`src/rtl/ctr_pkg.sv`:
```
// Package for the config transfer receiver: item and result types, protocol
// codes, the mode encoding and the reflected CRC-32 byte step.
// No dependencies.
package ctr_pkg;

   localparam int unsigned MAX_PAYLOAD = 4096;
   localparam logic [4:0] FIXED_PACKET_BYTES = 5'd26;

   localparam logic [31:0] CRC_POLY = 32'hEDB8_8320;
   localparam logic [31:0] CRC_INIT = 32'hFFFF_FFFF;

   localparam logic [7:0] START_FIXED_A = 8'hAB;
   localparam logic [7:0] START_FIXED_B = 8'hAE;
   localparam logic [7:0] START_SET = 8'hB0;
   localparam logic [7:0] START_GET = 8'hB1;

   localparam logic ACTION_BYTE = 1'b0;
   localparam logic ACTION_TICK = 1'b1;

   localparam logic CSR_MAX_LENGTH = 1'b0;
   localparam logic CSR_TIMEOUT_MS = 1'b1;

   localparam logic [12:0] MAX_LENGTH_RESET = 13'd4096;
   localparam logic [15:0] TIMEOUT_MS_RESET = 16'd1000;

   localparam logic [2:0] ROUTE_TEXT = 3'd0;
   localparam logic [2:0] ROUTE_FIXED = 3'd1;
   localparam logic [2:0] ROUTE_HEADER = 3'd2;
   localparam logic [2:0] ROUTE_PAYLOAD = 3'd3;
   localparam logic [2:0] ROUTE_GET = 3'd4;
   localparam logic [2:0] ROUTE_TICK = 3'd5;

   localparam logic [2:0] REPLY_NONE = 3'd0;
   localparam logic [2:0] REPLY_READY = 3'd1;
   localparam logic [2:0] REPLY_TOO_BIG = 3'd2;
   localparam logic [2:0] REPLY_BAD_STATE = 3'd3;
   localparam logic [2:0] REPLY_CRC_ERROR = 3'd4;
   localparam logic [2:0] REPLY_TIMEOUT = 3'd5;
   localparam logic [2:0] REPLY_COMMIT = 3'd6;

   typedef enum logic [3:0] {
      MODE_IDLE    = 4'b0001,
      MODE_FIXED   = 4'b0010,
      MODE_HEADER  = 4'b0100,
      MODE_PAYLOAD = 4'b1000
   } mode_type;

   typedef struct packed {
      logic       action;
      logic [7:0] rx_byte;
      logic       machine_ok;
   } req_type;

   typedef struct packed {
      logic [2:0]  route;
      logic [2:0]  reply;
      logic        stage_write;
      logic [11:0] stage_index;
      logic [7:0]  stage_byte;
      logic [12:0] commit_length;
      logic [31:0] commit_crc;
   } rsp_type;

   typedef struct packed {
      logic [12:0] max_length;
      logic [15:0] timeout_ms;
   } cfg_type;

   // One byte of a reflected CRC-32, eight shift steps unrolled.
   function automatic logic [31:0] crc_byte(input logic [31:0] crc, input logic [7:0] data);
      logic [31:0] c;
      c = crc ^ {24'd0, data};
      for (int k = 0; k < 8; k++) begin
         c = (c >> 1) ^ (CRC_POLY & {32{c[0]}});
      end
      return c;
   endfunction

endpackage

```
`src/rtl/ctr_csr.sv`:
```
// Configuration registers of the config transfer receiver: length limit and
// inactivity timeout. Depends on ctr_pkg.
module ctr_csr
   import ctr_pkg::*;
(
   input  logic        clock,
   input  logic        reset,
   input  logic        csr_write_enable,
   input  logic        csr_index,
   input  logic [15:0] csr_data,
   output cfg_type     cfg
);

   logic [12:0] max_length_ff, max_length_in;
   logic [15:0] timeout_ms_ff, timeout_ms_in;

   always_comb begin
      max_length_in = max_length_ff;
      timeout_ms_in = timeout_ms_ff;
      if (csr_write_enable) begin
         unique case (csr_index)
            CSR_MAX_LENGTH: max_length_in = csr_data[12:0];
            CSR_TIMEOUT_MS: timeout_ms_in = csr_data;
            default: ;
         endcase
      end
   end

   always_ff @(posedge clock) begin
      if (reset) begin
         max_length_ff <= MAX_LENGTH_RESET;
         timeout_ms_ff <= TIMEOUT_MS_RESET;
      end else begin
         max_length_ff <= max_length_in;
         timeout_ms_ff <= timeout_ms_in;
      end
   end

   assign cfg.max_length = max_length_ff;
   assign cfg.timeout_ms = timeout_ms_ff;

endmodule

```
`src/rtl/ctr_engine.sv`:
```
// Receive state of the config transfer receiver and the combinational logic
// that turns one item into one result. Depends on ctr_pkg.
module ctr_engine
   import ctr_pkg::*;
(
   input  logic    clock,
   input  logic    reset,
   input  logic    advance,
   input  req_type item,
   input  cfg_type cfg,
   output rsp_type result
);

   mode_type    mode_ff, mode_in;
   logic [4:0]  fixed_count_ff, fixed_count_in;
   logic [63:0] header_bytes_ff, header_bytes_in;
   logic [3:0]  header_count_ff, header_count_in;
   logic [12:0] payload_length_ff, payload_length_in;
   logic [31:0] declared_crc_ff, declared_crc_in;
   logic [31:0] running_crc_ff, running_crc_in;
   logic [12:0] payload_count_ff, payload_count_in;
   logic [15:0] idle_ms_ff, idle_ms_in;

   logic [63:0] header_word;
   logic [31:0] header_len;
   logic        len_bad;

   always_comb begin
      header_word = header_bytes_ff;
      header_word[header_count_ff[2:0] * 8 +: 8] =
         header_bytes_ff[header_count_ff[2:0] * 8 +: 8] | item.rx_byte;
      header_len = header_word[31:0];
      len_bad = (header_len == 32'd0) || (header_len > {19'd0, cfg.max_length}) ||
                (header_len > 32'(MAX_PAYLOAD));
   end

   always_comb begin
      mode_in           = mode_ff;
      fixed_count_in    = fixed_count_ff;
      header_bytes_in   = header_bytes_ff;
      header_count_in   = header_count_ff;
      payload_length_in = payload_length_ff;
      declared_crc_in   = declared_crc_ff;
      running_crc_in    = running_crc_ff;
      payload_count_in  = payload_count_ff;
      idle_ms_in        = idle_ms_ff;
      result            = '0;
      result.route      = ROUTE_TEXT;
      result.reply      = REPLY_NONE;

      if (item.action == ACTION_TICK) begin
         result.route = ROUTE_TICK;
         if (mode_ff == MODE_HEADER || mode_ff == MODE_PAYLOAD) begin
            if (idle_ms_ff >= cfg.timeout_ms) begin
               result.reply = REPLY_TIMEOUT;
               mode_in      = MODE_IDLE;
            end else begin
               idle_ms_in = idle_ms_ff + 16'd1;
            end
         end
      end else begin
         unique case (mode_ff)
            MODE_FIXED: begin
               result.route   = ROUTE_FIXED;
               fixed_count_in = fixed_count_ff + 5'd1;
               if (fixed_count_in >= FIXED_PACKET_BYTES) begin
                  mode_in        = MODE_IDLE;
                  fixed_count_in = 5'd0;
               end
            end
            MODE_HEADER: begin
               result.route    = ROUTE_HEADER;
               idle_ms_in      = 16'd0;
               header_bytes_in = header_word;
               header_count_in = header_count_ff + 4'd1;
               if (header_count_in >= 4'd8) begin
                  declared_crc_in = header_word[63:32];
                  header_count_in = 4'd0;
                  // The length check wins over the machine state check.
                  if (len_bad) begin
                     result.reply = REPLY_TOO_BIG;
                     mode_in      = MODE_IDLE;
                  end else if (!item.machine_ok) begin
                     result.reply = REPLY_BAD_STATE;
                     mode_in      = MODE_IDLE;
                  end else begin
                     payload_length_in = header_len[12:0];
                     payload_count_in  = 13'd0;
                     running_crc_in    = CRC_INIT;
                     result.reply      = REPLY_READY;
                     mode_in           = MODE_PAYLOAD;
                  end
               end
            end
            MODE_PAYLOAD: begin
               result.route       = ROUTE_PAYLOAD;
               idle_ms_in         = 16'd0;
               result.stage_write = 1'b1;
               result.stage_index = payload_count_ff[11:0];
               result.stage_byte  = item.rx_byte;
               running_crc_in     = crc_byte(running_crc_ff, item.rx_byte);
               payload_count_in   = payload_count_ff + 13'd1;
               if (payload_count_in >= payload_length_ff) begin
                  mode_in = MODE_IDLE;
                  if (~running_crc_in != declared_crc_ff) begin
                     result.reply = REPLY_CRC_ERROR;
                  end else begin
                     result.reply         = REPLY_COMMIT;
                     result.commit_length = payload_length_ff;
                     result.commit_crc    = declared_crc_ff;
                  end
               end
            end
            default: begin
               // Idle: the byte opens a receiver, is a get or passes as text.
               priority if (item.rx_byte == START_FIXED_A || item.rx_byte == START_FIXED_B) begin
                  result.route   = ROUTE_FIXED;
                  fixed_count_in = 5'd1;
                  mode_in        = MODE_FIXED;
               end else if (item.rx_byte == START_SET) begin
                  result.route    = ROUTE_HEADER;
                  header_count_in = 4'd0;
                  header_bytes_in = 64'd0;
                  idle_ms_in      = 16'd0;
                  mode_in         = MODE_HEADER;
               end else if (item.rx_byte == START_GET) begin
                  result.route = ROUTE_GET;
               end else begin
                  result.route = ROUTE_TEXT;
               end
            end
         endcase
      end
   end

   always_ff @(posedge clock) begin
      if (reset) begin
         mode_ff           <= MODE_IDLE;
         fixed_count_ff    <= 5'd0;
         header_bytes_ff   <= 64'd0;
         header_count_ff   <= 4'd0;
         payload_length_ff <= 13'd0;
         declared_crc_ff   <= 32'd0;
         running_crc_ff    <= CRC_INIT;
         payload_count_ff  <= 13'd0;
         idle_ms_ff        <= 16'd0;
      end else if (advance) begin
         mode_ff           <= mode_in;
         fixed_count_ff    <= fixed_count_in;
         header_bytes_ff   <= header_bytes_in;
         header_count_ff   <= header_count_in;
         payload_length_ff <= payload_length_in;
         declared_crc_ff   <= declared_crc_in;
         running_crc_ff    <= running_crc_in;
         payload_count_ff  <= payload_count_in;
         idle_ms_ff        <= idle_ms_in;
      end
   end

endmodule

```
`src/rtl/config_transfer_receiver_core.sv`:
```
// Top level of the config transfer receiver: input register, output register,
// configuration registers and the receive engine. Depends on ctr_pkg,
// ctr_csr and ctr_engine.
//
// Each item is a received byte or a millisecond tick and yields exactly one
// result. The block takes one item per clock cycle while rsp_ready keeps the
// output register draining: an item is captured in an input register, the
// whole dispatch, header check and CRC-32 byte update run on the held item,
// and the result lands in an output register that drives rsp_valid. The
// recurrence of the receive state through the unrolled eight-step CRC update
// sets that rate. While a result waits on rsp_ready the input register still
// takes one more item. No clearing pass after reset; configuration writes
// take effect at the next edge and are meant to happen with no items in
// flight.
module config_transfer_receiver_core
   import ctr_pkg::*;
(
   input  logic        clock,
   input  logic        reset,

   input  logic        req_valid,
   output logic        req_ready,
   input  logic        req_action,
   input  logic [7:0]  req_rx_byte,
   input  logic        req_machine_ok,

   output logic        rsp_valid,
   input  logic        rsp_ready,
   output logic [2:0]  rsp_route,
   output logic [2:0]  rsp_reply,
   output logic        rsp_stage_write,
   output logic [11:0] rsp_stage_index,
   output logic [7:0]  rsp_stage_byte,
   output logic [12:0] rsp_commit_length,
   output logic [31:0] rsp_commit_crc,

   input  logic        csr_write_enable,
   input  logic        csr_index,
   input  logic [15:0] csr_data
);

   logic    in_valid_ff, in_valid_in;
   req_type in_item_ff;
   logic    out_valid_ff, out_valid_in;
   rsp_type out_item_ff;

   logic    advance;
   logic    req_fire;
   cfg_type cfg;
   rsp_type result;

   // The held item moves on when the output register is empty or being drained.
   assign advance   = in_valid_ff && (!out_valid_ff || rsp_ready);
   assign req_ready = !in_valid_ff || advance;
   assign req_fire  = req_valid && req_ready;

   always_comb begin
      in_valid_in = in_valid_ff;
      if (req_fire) begin
         in_valid_in = 1'b1;
      end else if (advance) begin
         in_valid_in = 1'b0;
      end
      out_valid_in = out_valid_ff;
      if (advance) begin
         out_valid_in = 1'b1;
      end else if (rsp_ready) begin
         out_valid_in = 1'b0;
      end
   end

   always_ff @(posedge clock) begin
      if (reset) begin
         in_valid_ff  <= 1'b0;
         out_valid_ff <= 1'b0;
      end else begin
         in_valid_ff  <= in_valid_in;
         out_valid_ff <= out_valid_in;
      end
   end

   always_ff @(posedge clock) begin
      if (req_fire) begin
         in_item_ff.action     <= req_action;
         in_item_ff.rx_byte    <= req_rx_byte;
         in_item_ff.machine_ok <= req_machine_ok;
      end
      if (advance) begin
         out_item_ff <= result;
      end
   end

   ctr_csr u_csr (
      .clock            (clock),
      .reset            (reset),
      .csr_write_enable (csr_write_enable),
      .csr_index        (csr_index),
      .csr_data         (csr_data),
      .cfg              (cfg)
   );

   ctr_engine u_engine (
      .clock   (clock),
      .reset   (reset),
      .advance (advance),
      .item    (in_item_ff),
      .cfg     (cfg),
      .result  (result)
   );

   assign rsp_valid         = out_valid_ff;
   assign rsp_route         = out_item_ff.route;
   assign rsp_reply         = out_item_ff.reply;
   assign rsp_stage_write   = out_item_ff.stage_write;
   assign rsp_stage_index   = out_item_ff.stage_index;
   assign rsp_stage_byte    = out_item_ff.stage_byte;
   assign rsp_commit_length = out_item_ff.commit_length;
   assign rsp_commit_crc    = out_item_ff.commit_crc;

endmodule

```
`config.mk`:
```
export PLATFORM = sky130hd
export DESIGN_NAME = config_transfer_receiver_core
export DESIGN_NICKNAME = d
export VERILOG_FILES = /design/src/rtl/ctr_pkg.sv /design/src/rtl/ctr_csr.sv /design/src/rtl/ctr_engine.sv /design/src/rtl/config_transfer_receiver_core.sv
export SDC_FILE = /design/constraint.sdc
export NUM_CORES = 1
export LEC_CHECK = 0
export ABC_AREA = 1
export BUFFER_PORTS_ARGS = -buffer_cell sky130_fd_sc_hd__buf_2
export CAP_MARGIN = 5
export CORE_MARGIN = 2
export CORE_UTILIZATION = 60
export DETAILED_ROUTE_END_ITERATION = 12
export GPL_TIMING_DRIVEN = 0
export PLACE_DENSITY = 0.79
export SYNTH_ARGS = -nofsm -noshare
export SYNTH_HDL_FRONTEND = slang
export SYNTH_HIERARCHICAL = 1
export SYNTH_SLANG_ARGS = --single-unit
```
`constraint.sdc`:
```
create_clock -name clock -period 13.2 [get_ports clock]
set_input_delay 3.96 -clock clock [delete_from_list [all_inputs] [get_ports clock]]
set_output_delay 3.96 -clock clock [all_outputs]
set_load 0.1 [all_outputs]
```
## Yosys cells after proc, flatten, opt, wreduce, memory -nomap -nowiden

Cells that the tools add are included.

- Add/subtract/negate cells: 5
- Reduce and logical (&&, ||, !) cells: 31
- Equal/unequal tests: 20
- $lt $le $gt $ge: 6
- Bitwise operators: 18
- Shifts and indexed selects: 3
- Multiplexer cells: 56

Operators with widths:

| operator | count |
|---|---|
| 31-bit by 32-bit bitwise XOR with 32-bit output | 8 |
| 64-bit two-way mux | 2 |
| 64-bit case mux with 2 select lines | 1 |
| 32-bit two-way mux | 3 |
| 45-bit two-way mux | 2 |
| 16-bit two-way mux | 5 |
| 66-bit two-way mux | 1 |
| 64-bit bitwise mux | 1 |
| 32-bit case mux with 2 select lines | 1 |
| 8-bit by 34-bit variable shift with 64-bit output, first input constant | 1 |
| 64-bit by 7-bit indexed part select with 8-bit output | 1 |
| 8-bit by 34-bit indexed part select with 64-bit output | 1 |
| 4-bit two-way mux | 13 |
| 13-bit two-way mux | 3 |
| 6-bit negation with 34-bit output | 1 |
| 8-bit == test, second input constant | 4 |
| 32-bit by 13-bit > comparator with 1-bit output | 1 |
| 32-bit by 13-bit > comparator with 1-bit output, second input constant | 1 |
| 32-bit zero test | 1 |
| 32-bit inequality test | 1 |
| 32-bit NOT | 1 |
| 16-bit case mux with 2 select lines | 1 |
| 32-bit by 8-bit bitwise XOR with 32-bit output | 1 |
| 3-bit two-way mux | 9 |
| 39 further kinds | 75 |

- Flip-flop bits (word level): 296
- Input port bits: 32
- Output and inout port bits: 74
- Logic and storage cells: 162

## Logic depth before layout (Yosys ltp)

- Depth in word-level cells: 15
- Mapped depth: 35
- Depth with buffers taken out: 30

## By module

Netlist, hierarchy kept.

Modules (own cells, without submodules):

| module | area each (um^2) | cells each | seq. area each (um^2) | instances |
|---|---|---|---|---|
| ctr_engine | 12,871.1 | 2,022 | 3,663.5 | 1 |
| config_transfer_receiver_core | 2,553.7 | 94 | 2,502.4 | 1 |
| ctr_csr | 1,144.8 | 154 | 580.6 | 1 |

## Worst setup path before layout

OpenSTA, ideal clock, no wires.

- Kind: in2reg
- From: input rsp_ready
- To: register u_engine.running_crc_ff[11]
- Path slack: 3.582 ns
- Data required time: 13.136 ns
- Library setup time: 0.064 ns
- Data arrival time: 9.555 ns
- Buffers on the path: 2
- Cell stages on the path: 10
- Cell sequence: inv_1 > a21oi_1 > inv_1 > nor2_1 > inv_1 > nor3_1 > clkbuf_1 > clkbuf_1 > nand3_1 > nand3_1

- Cells in the longest elaborated chain, start to end: 3

Ends and longest elaborated chain:

| element | line | source |
|---|---|---|
| start, declared | config_transfer_receiver_core.sv:28 | `input logic rsp_ready,` |
| 1-bit logical OR | config_transfer_receiver_core.sv:53 | `assign advance = in_valid_ff && (!out_valid_ff \|\| rsp_ready);` |
| 1-bit logical AND | config_transfer_receiver_core.sv:53 |  |
| net advance | config_transfer_receiver_core.sv:47 | `logic advance;` |
| 6-bit AND reduction (no source line) | - |  |
| end signal, assigned | ctr_engine.sv:154 | `running_crc_ff <= running_crc_in;` |
| end, declared | ctr_engine.sv:20 | `logic [31:0] running_crc_ff, running_crc_in;` |

The timed path passes the listed nets, and every way through them passes these cells.
A chain may end at the register's enable or synchronous reset.

## Final worst setup path

- From: input rsp_ready
- To: output req_ready

- Cells in the longest elaborated chain, start to end: 3

Ends and longest elaborated chain:

| element | line | source |
|---|---|---|
| 1-bit logical OR | config_transfer_receiver_core.sv:53 |  |
| 1-bit logical AND | config_transfer_receiver_core.sv:53 |  |
| 1-bit logical OR | config_transfer_receiver_core.sv:54 | `assign req_ready = !in_valid_ff \|\| advance;` |
| end, declared | config_transfer_receiver_core.sv:22 | `output logic req_ready,` |

No other way between the ends.

==> flow_summary.toml <==
[cts]
cts.path.max_buffers = 3
clkLatencyLatePin_ns = 0.53
ctsHoldBuffers = 0
path_clk_slew_ns = 0.07
cts_setup_buffers = 0
htreeDepth = 2
cts_resized = 0
cts.sinks = 296
cts_root_buffer = "clkbuf_16"
cts_buffers = 34
cts_tree = "yes"

[synth]
synth_edf_count = 82
ys.warnings.count = 6
synth_area_mm2 = 0.0166
synth_top_area_frac = 0.259
synthArstFlopShare = 0
synth.yosys.seq_area_share = 0.407
ys.flop_type = "dfxtp_1"
avgSynthCellArea_um2 = 7.30
synth_cell_types = 58
synth_top_cell_by_area = "dfxtp_1"
syn_nets = 2351
netlist_instances = 2270
synth_area_leaders = "dfxtp_1, edfxtp_1, nand2_1"
synth_seq_cells = 296

[hold_path]
min_path_type = "flop to flop"
worstHoldStart = "u_engine/running_crc_ff[16]"

[timing]
fmax_mhz = 116
skew_ns = 0.0267
rsz0062_at_grt = "false"
timing.setup.tns_ns = 0
setup_viol = 0
tightest_slew_ns = 0.948
whs_ns = 0.473
period_share = 0.651
slew_headroom = 0.368
min_period_ns = 8.60
finalMaxSlewViolations = 0
hold_viol_final = 0

[cells_and_area]
final_cells = 2778
nFillCells = 2345
layout-drive-gt1-share = 0.132
layout.area.seq_mm2 = 0.00675
fin_nets = 2494
multi_input_area_mm2 = 0.00826
diodes = 0
final_cell_mix = "nand2_1, inv_1, nand3_1"
area_growth_pct = 12.4
final_common_cell = "nand2_1"
finalInstanceArea_mm2 = 0.0186

[placed_design]
placed_cells = 2718
io_buffers = 105
place.gp.congestion = 1.01
dp_hpwl_um = 38800
post_dp_cell_area_mm2 = 0.0176

[floorplan]
initial_core_util = 0.613
coreArea_mm2 = 0.0270
io_pins = 106
die_h_um = 170
die_w_um = 170
rows = 60
die_area_mm2 = 0.0290

[worst_setup_path]
cp_top_family = "buffers and inverters"
rr_worst_depth = 30
rrSetupSlack_ns = 7.72
worst_ep_arrival_time_ns = 4.64
crit_path_max_incr_delay_ns = 0.43
path_class = "input pin to output pin"
required_ns = 9.24
crit_buf_inv = 3
crit_path_end = "req_ready"
cp.depth = 4
cp-start-kind = "input pin"
r2r-start = "u_engine/header_count_ff[0]"
crit_chain = "buf_2 > inv_1 > nand3_2 > buf_2"
slowest_stage = "buf_2"
startpoint = "rsp_ready"
critPathMaxFanout = 3
r2r_end = "u_engine/running_crc_ff[17]"
critPathCaptureType = "output pin"
cpMostUsedCell = "buf_2"

[power_and_ir_drop]
p_sw_mw = 0.549
seqPwrFrac = 0.461
power_mw = 2.07
pwr-share-clk = 0.438
p_leak_nw = 8.22
power_density_mw_per_mm2 = 111
internal_power_mw = 1.52
comb_power_share = 0.101
vdd.ir_drop.worst_mv = 0.112
swShare = 0.266

[detailed_routing]
wl_um = 50300
drtIter0Drc = 1573
drtPass1Iterations = 6
drc = 0
num_vias = 15793
via_per_inst = 5.69
drtAntennaViolNets = 0
detail_route.wl_per_cell_um = 18.1

[global_routing]
grt_max_degree = 34
gr-total-overflow = 0
grt_usage = 0.347
grt_pass1_vias = 14924
antenna_found_initial = 0
grt_first_pass_wirelength_um = 78200

[run_status]
outcome = "finished, final reports clean"

[run]
maxCapViolations = 0
-- layer usage --
layer  wire length, um  up-vias  GRT usage  part of all wire
li1                  -     7603          -                 -
met1             20600     7311      0.456              0.41
met2             23300      743      0.577              0.46
met3              4410      136     0.0505             0.088
met4              1960        0      0.136             0.039
met5                 0        -          0                 0
-- state kept, by name, summed over array words and instances, names as in the netlist, 16 cells and up --
register and cells:
u_engine/declared_crc_ff 32, u_engine/idle_ms_ff 16, u_engine/running_crc_ff 32, u_csr/timeout_ms_ff 16, rsp_commit_crc 32, u_engine/header_bytes_ff 64
-- worst reg2reg max path, delay by kind of cell, from the launching register on --
| kind | cells | cell delay [ns] |
|---|---|---|
| AOI/OAI and AO/OA | 1 | 0.15 |
| adders and majority gates | 3 | 0.85 |
| buffers and inverters | 6 | 1.34 |
| DFF | 1 | 0.32 |
| and+or+nand+nor | 20 | 2.68 |
-- kinds of logic (layout without fill, tap and decap cells) --
group,Yosys count,in the layout,synth area share
multiplexers,4,4,0.00272
flip-flops,296,296,0.407
buffers and inverters,370,537,0.0948
XOR/XNOR,77,77,0.0472
adder cells (fa/ha/maj),49,49,0.0370
AND/OR/NAND/NOR,1202,1202,0.326
AO/OA/AOI/OAI,272,272,0.0855
-- metrics by stage --
stage           util  worst slack [ns]
4_1_cts        0.689              4.60
5_1_grt        0.689              4.56
2_1_floorplan      -              3.58
3_5_place_dp   0.650              4.60
3_3_place_gp   0.648              1.23
6_report       0.689              4.60
-- how the worst min path moves through the flow --
stage                                       end  slack, ns  depth (start not counted)
finish              u_engine/running_crc_ff[16]       0.47                          2
detailed placement  u_engine/running_crc_ff[16]       0.45                          2
global route        u_engine/running_crc_ff[12]       0.50                          2
global placement    u_engine/header_count_ff[3]       0.45                          2
CTS                 u_engine/running_crc_ff[16]       0.47                          2
floorplan           u_engine/running_crc_ff[16]       0.43                          2
-- area by class of cell --
type	count	area share
multi-input cells	1604	0.444
flip-flops and latches	296	0.362
inverters	266	0.0543
clock buffers	40	0.0491
repair buffers	107	0.0304
plain buffers	104	0.0300
well taps	341	0.0229
clock inverters	20	0.00766
-- cell usage after synthesis (5+ instances only) --
master / number
nand3_1: 228
or2_2: 18
nand4_1: 28
ha_1: 49
nor2_1: 202
xor2_1: 53
edfxtp_1: 82
nand2_4: 5
buf_1: 6
nand2_1: 617
nor3_2: 39
o21ai_0: 73
o21ai_1: 9
a21oi_1: 171
nand2_2: 10
nor3_1: 27
inv_2: 14
xnor2_1: 15
dfxtp_1: 214
buf_2: 21
clkbuf_1: 57
inv_1: 247
or2_1: 6
buf_6: 16
-- power by group through the flow --
stage          clock network [mW]  registers (mW)  logic, mW
6_report                    0.906           0.953      0.209
5_1_grt                     0.954           0.954      0.225
4_1_cts                     0.918           0.953      0.205
3_5_place_dp                    0           0.973      0.204
3_3_place_gp                    0           0.975      0.197
2_1_floorplan                   0            1.01      0.113
(Power assumes the default switching activity.)
